--- src/rcmd_pkg.sv ---
// Shared constants and register index codes for the RC channel mixer.
package rcmd_pkg;

  // Width of the output span operand (2 * drive_range or throttle_range)
  localparam int RANGE_BITS = 16;

  typedef enum logic [2:0] {
    CFG_LIM_LOW        = 3'd0,
    CFG_LIM_HIGH       = 3'd1,
    CFG_STICK_DB       = 3'd2,
    CFG_DRIVE_RANGE    = 3'd3,
    CFG_THROTTLE_RANGE = 3'd4,
    CFG_DRIVE_DEADBAND = 3'd5
  } cfg_index_t;

  typedef struct packed {
    logic       chan_valid;
    logic [2:0] neg;
  } sideband_t;

endpackage

--- src/rcmd_div_cell.sv ---
// One restoring-division step: one quotient bit per cell, registered.
module rcmd_div_cell #(
  parameter int DIV_BITS = 16,
  parameter int NUM_BITS = 32
) (
  input  logic                clk,
  input  logic                en,
  input  logic [DIV_BITS-1:0] divisor,
  input  logic [DIV_BITS-1:0] rem_in,
  input  logic [NUM_BITS-1:0] num_in,
  input  logic [NUM_BITS-1:0] quo_in,
  output logic [DIV_BITS-1:0] rem_out,
  output logic [NUM_BITS-1:0] num_out,
  output logic [NUM_BITS-1:0] quo_out
);

  logic [DIV_BITS:0] trial;
  logic [DIV_BITS:0] diff;
  logic              ge;

  always_comb begin
    trial = {rem_in, num_in[NUM_BITS-1]};
    diff  = trial - {1'b0, divisor};
    ge    = (trial >= {1'b0, divisor});
  end

  always_ff @(posedge clk) begin
    if (en) begin
      rem_out <= ge ? diff[DIV_BITS-1:0] : trial[DIV_BITS-1:0];
      num_out <= {num_in[NUM_BITS-2:0], 1'b0};
      quo_out <= {quo_in[NUM_BITS-2:0], ge};
    end
  end

endmodule

--- src/rcmd_div_chain.sv ---
// Row of division cells, one per quotient bit: unsigned quotient.
module rcmd_div_chain #(
  parameter int DIV_BITS = 16
) (
  input  logic                                       clk,
  input  logic                                       en,
  input  logic [DIV_BITS-1:0]                        divisor,
  input  logic [DIV_BITS+rcmd_pkg::RANGE_BITS-1:0]   num_in,
  output logic [DIV_BITS+rcmd_pkg::RANGE_BITS-1:0]   quo_out
);

  localparam int NUM_BITS = DIV_BITS + rcmd_pkg::RANGE_BITS;

  logic [DIV_BITS-1:0] rem [0:NUM_BITS];
  logic [NUM_BITS-1:0] num [0:NUM_BITS];
  logic [NUM_BITS-1:0] quo [0:NUM_BITS];

  assign rem[0] = '0;
  assign num[0] = num_in;
  assign quo[0] = '0;

  for (genvar k = 0; k < NUM_BITS; k++) begin : g_cell
    rcmd_div_cell #(
      .DIV_BITS (DIV_BITS),
      .NUM_BITS (NUM_BITS)
    ) u_cell (
      .clk     (clk),
      .en      (en),
      .divisor (divisor),
      .rem_in  (rem[k]),
      .num_in  (num[k]),
      .quo_in  (quo[k]),
      .rem_out (rem[k+1]),
      .num_out (num[k+1]),
      .quo_out (quo[k+1])
    );
  end

  assign quo_out = quo[NUM_BITS];

endmodule

--- config.mk ---
export PLATFORM = sky130hd
export DESIGN_NAME = rcmd_div_chain
export DESIGN_NICKNAME = d
export VERILOG_FILES = /design/src/rcmd_pkg.sv /design/src/rcmd_div_cell.sv /design/src/rcmd_div_chain.sv
export SDC_FILE = /design/constraint.sdc
export NUM_CORES = 2
export LEC_CHECK = 0
export ABC_AREA = 1
export BUFFER_PORTS_ARGS = -buffer_cell sky130_fd_sc_hd__buf_4
export CAP_MARGIN = 10
export CORE_ASPECT_RATIO = 1.4
export CORE_MARGIN = 1
export CORE_UTILIZATION = 45
export DETAILED_ROUTE_END_ITERATION = 8
export HOLD_SLACK_MARGIN = 0.05
export SETUP_SLACK_MARGIN = 0.02
export SYNTH_ARGS = -nofsm -noshare
export SYNTH_HDL_FRONTEND = slang
export SYNTH_HIERARCHICAL = 1
export SYNTH_SLANG_ARGS = --single-unit
--- constraint.sdc ---
create_clock -name clk -period 3.7 [get_ports clk]
set_input_delay 0.74 -clock clk [delete_from_list [all_inputs] [get_ports clk]]
set_output_delay 0.74 -clock clk [all_outputs]
set_load 0.05 [all_outputs]
* Word level (Yosys, flattened, before mapping)
Cells that the tools add are included.
Word-level totals: register bits after elaboration 1520, bits in latches 0, RAM bits 0, bits in read-only memories 0, input port bits 50, logic and storage cells 189, memories 0
Cells by class: $add $sub $neg 31, $mul 0, div/mod/pow operators 0, $lt $le $gt $ge 32, eq/ne operators 0, shift-type cells 0, multiplexer cells 31, bitwise logic cells 0, reductions and logical operators 0
Operators by type and width (number):
- greater-or-equal comparator 17 x 16 -> 1 bit | 31
- 2-to-1 mux 16 bit | 30
- subtractor 16 bit | 30
- greater-or-equal comparator 1 x 16 -> 1 bit | 1
- subtractor 1 x 16 -> 16 bit | 1
- 2-to-1 mux 1 bit | 1

* Longest topological paths before layout
depth after elaboration 2, gate-level depth with buffers 14, depth with buffers taken out 13

* Cells and area by module
The synthesis kept the hierarchy.
Modules (own cells, without submodules):
- rcmd_div_cell (g_cell[15].u_cell ...) | times used 21, cells each 350, area an instance 3702.3 µm², sequential area each 2372.3 µm²
- rcmd_div_cell (g_cell[0].u_cell ...) | times used 11, cells each 353, area an instance 3826.2 µm², sequential area each 2372.3 µm²
- rcmd_div_chain | times used 1, cells each 1, area an instance 3.8 µm², sequential area each 0.0 µm²

* Worst setup path before layout
OpenSTA, ideal clock, no wires.
kind input -> register, from input port divisor[2], to register g_cell[10].u_cell.rem_out[6], data pin, arrival 1.985 ns, setup slack 1.463 ns, stages on the path 14, path buffers 2, cells stage by stage inv_1 > ha_1 > buf_4 > nand2_1 > nand2_1 > nand2_1 > nand3_2 > nand2_2 > nand2_4 > nand2_4 > nand2_8 > buf_12 > nand2_2 > nand2_1
Between the ends: word-level cells in the longest chain between the ends 2, elaborated cells between the ends (all ways) 3, those cells by class 1 x add/sub; 1 x order compare; 1 x mux
RTL lines:
- start: declaration | RTL line rcmd_div_chain.sv:7 | input logic [DIV_BITS-1:0] divisor,
- greater-or-equal comparator 17 x 16 -> 1 bit | RTL line rcmd_div_cell.sv:24 | ge = (trial >= {1'b0, divisor});
- net g_cell[10].u_cell.ge | RTL line rcmd_div_cell.sv:19 | logic ge;
- 2-to-1 mux 16 bit | RTL line rcmd_div_cell.sv:29 | rem_out <= ge ? diff[DIV_BITS-1:0] : trial[DIV_BITS-1:0];
- end signal: assignment | RTL line rcmd_div_cell.sv:29
- end: declaration | RTL line rcmd_div_cell.sv:12 | output logic [DIV_BITS-1:0] rem_out,
The timed path passes the listed nets, and every way through them passes these cells. A chain may end at the register's enable or synchronous reset.

* Worst setup path after layout
from input port divisor[2], to register g_cell[22].u_cell.rem_out[10], data pin
Between the ends: word-level cells in the longest chain between the ends 2, elaborated cells between the ends (all ways) 3, those cells by class 1 x add/sub; 1 x order compare; 1 x mux
RTL lines (RTL line):
- subtractor 16 bit / greater-or-equal comparator 17 x 16 -> 1 bit (equally long branches) | rcmd_div_cell.sv:23, rcmd_div_cell.sv:24
- 2-to-1 mux 16 bit (*) | rcmd_div_cell.sv:29
- end signal: assignment | rcmd_div_cell.sv:29
- end: declaration | rcmd_div_cell.sv:12
Every way passes the cells marked *; elsewhere a longest branch is shown, timed or not.

==> results.json <==
{
  "run_status": "finished clean",
  "crit_path_end_kind": "flip-flop",
  "grt-ovfl-total": 0,
  "wl_per_cell_um": 16.5,
  "worst_setup_path_start_kind": "input port",
  "crit_start": "divisor[2]",
  "wirelength_mm": 215,
  "criticalPathCategory": "input port to flip-flop",
  "power_density_mw_per_mm2": 810,
  "pre_cts_ws_ps": 391,
  "die_h_um": 527,
  "period_share_pct": 67.4,
  "die_w_um": 377,
  "r2r_start": "g_cell[24].u_cell/num_out[31]$_DFFE_PP_",
  "worstMarginPinSlew_ps": 688,
  "hpwl_mm": 160,
  "cp.arrival_ps": 3000,
  "final_max_slew_viol_count": 0,
  "syn_area_mm2": 0.0885,
  "grt_use_total_pct": 21.6,
  "core_mm2": 0.195,
  "grt_max_degree": 131,
  "rows": 192,
  "fin_skew_ps": 51.7,
  "via_count": 63800,
  "io_buffers": 81,
  "r2r-end": "g_cell[25].u_cell/rem_out[12]$_DFFE_PP_",
  "clock_latency_ps": 810,
  "cp-endpoint": "g_cell[22].u_cell/rem_out[10]$_DFFE_PP_",
  "rsz0062_at_grt": "false",
  "fill_cells": 18300,
  "p_leak_nw": 48.0,
  "grt_first_pass_wirelength_mm": 337,
  "boundaryPins": 82,
  "drt_iter0_drc": 3979,
  "cts_buffer_depth": 4,
  "ys_warn_count": 6,
  "cts_buffers": 165,
  "drive_gt1_share_pct": 8.85,
  "syn2layout_area_growth_pct": 11.0,
  "grt_pass1_vias": 63300,
  "via_per_inst": 4.88,
  "worstPathMaxFanout": 14,
  "post-route-min-period_ps": 2490,
  "final_util_pct": 50.3,
  "die_area_mm2": 0.198,
  "cap_violations": 0,
  "cts.sinks": 1520,
  "setup_viol": 0,
  "start_util_pct": 45.3,
  "ant_nets": 0,
  "clkTransAtPathRegs_ps": 60,
  "cts_tree": "built",
  "synth_cells": 10000,
  "cts_root_buf": "clkbuf_16",
  "cts-resized-gates": 0,
  "max_freq_mhz": 401,
  "hold_depth": 1,
  "stdcell_count": 13100,
  "peakVddDrop_v": 0.000340,
  "hold_viol_final": 0,
  "relSlewSlack_pct": 54.2,
  "fin_setup_tns_ps": 0,
  "dp_cells": 12800,
  "hold_path_class": "input port to flip-flop",
  "setup_ws_ps": 1210,
  "final_net_count": 10900,
  "drt_pass1_iterations": 6,
  "cts_max_level": 4,
  "antenna_found_initial": 2,
  "gp_congestion": 0.946,
  "drc": 0,
  "worstPathRequired_ps": 4200,
  "ff2ff_path_depth": 11,
  "synth.avg_cell_area_um2": 8.85,
  "reg2reg_slack_ps": 1280,
  "power_mw": 79.5
}
==> stage by stage <==
step | cell area (um^2) | hold WS [ps]
2_1_floorplan | 88600 | 400
3_3_place_gp | 92600 | 400
3_5_place_dp | 92600 | 405
4_1_cts | 98200 | 50.6
5_1_grt | 98200 | 71.1
6_report | 98200 | 112
==> how the worst min path moves through the flow <==
stage / endpoint / startpoint
final: g_cell[0].u_cell/num_out[21]$_DFFE_PP_ / num_in[20]
after global placement: g_cell[30].u_cell/quo_out[14]$_DFFE_PP_ / g_cell[29].u_cell/quo_out[13]$_DFFE_PP_
after detailed placement: g_cell[10].u_cell/num_out[15]$_DFFE_PP_ / g_cell[9].u_cell/num_out[14]$_DFFE_PP_
after floorplan: g_cell[10].u_cell/num_out[11]$_DFFE_PP_ / g_cell[9].u_cell/num_out[10]$_DFFE_PP_
after CTS: g_cell[0].u_cell/num_out[25]$_DFFE_PP_ / num_in[24]
after global routing: g_cell[0].u_cell/num_out[25]$_DFFE_PP_ / num_in[24]
==> layout make-up <==
cell class	instances	area, um^2	share of cell area (%)
sequential	1520	45600	46.5
multi-input combinational	6493	34400	35.0
timing repair buffer	227	2310	2.35
clock buffer	187	4280	4.35
antenna	1	2.50	0.00255
inverter	1917	7200	7.32
tap	2619	3280	3.34
clock inverter	105	1100	1.12
==> where the power goes <==
group          internal, mW  total [mW]  switching (mW)
Combinational          12.2        35.6            23.4
Clock                  9.73        16.5            6.82
Sequential             24.6        27.4            2.84
Total                  46.5        79.5            33.0
==> critical path: stages <==
cell and delay, ps:
buf_4 320, buf_12 220, inv_1 80, ha_1 390, nand2_1 120, nor2_1 280, nand3_1 120, nor2_1 110
nor2_1 60, nand2_2 60, inv_1 230, nand2_1 160, nand2_1 90
==> sequential cells by signal, summed over array words and instances, names as in the netlist <==
name / count
g_cell.u_cell/num_out: 496
g_cell.u_cell/quo_out: 528
g_cell.u_cell/rem_out: 496
==> metal layers <==
layer | global-route usage, % | vias to the layer above | routed length, um
li1 | - | 32500 | -
met1 | 24.5 | 29400 | 85800
met3 | 2.35 | 512 | 7480
met4 | 11.4 | 0 | 12100
met5 | 0 | - | 0
met2 | 39.5 | 1303 | 110000
==> repair_timing <==
| action | 4_1_cts | 5_1_grt |
|---|---|---|
| hold buffers | 25 | 0 |
| endpoints found under the setup margin | 0 | 0 |
| endpoints found under the hold margin | 25 | 0 |
| buffers inserted | 0 | 0 |
==> layout by cell type, fill, tap and decap left out, types with 21 or more instances in the layout <==
master and n:
xnor2_1 42, nand2_2 196, xor2_1 155, ha_1 512, inv_1 1884, nand3_2 63, fa_1 31, clkbuf_16 168
and2_1 51, or2_2 21, clkinv_1 25, clkinv_2 30, edfxtp_1 1520, inv_2 33, buf_12 42, nor3_1 63
nor2_2 85, conb_1 34, nand2_1 3560, nand2_4 22, o21ai_0 40, nand4_1 124, buf_4 159, a21oi_1 280
nor2_1 438, dlygate4sd3_1 25, nand3b_1 40, nand3_1 650
(Power assumes the default switching activity.)
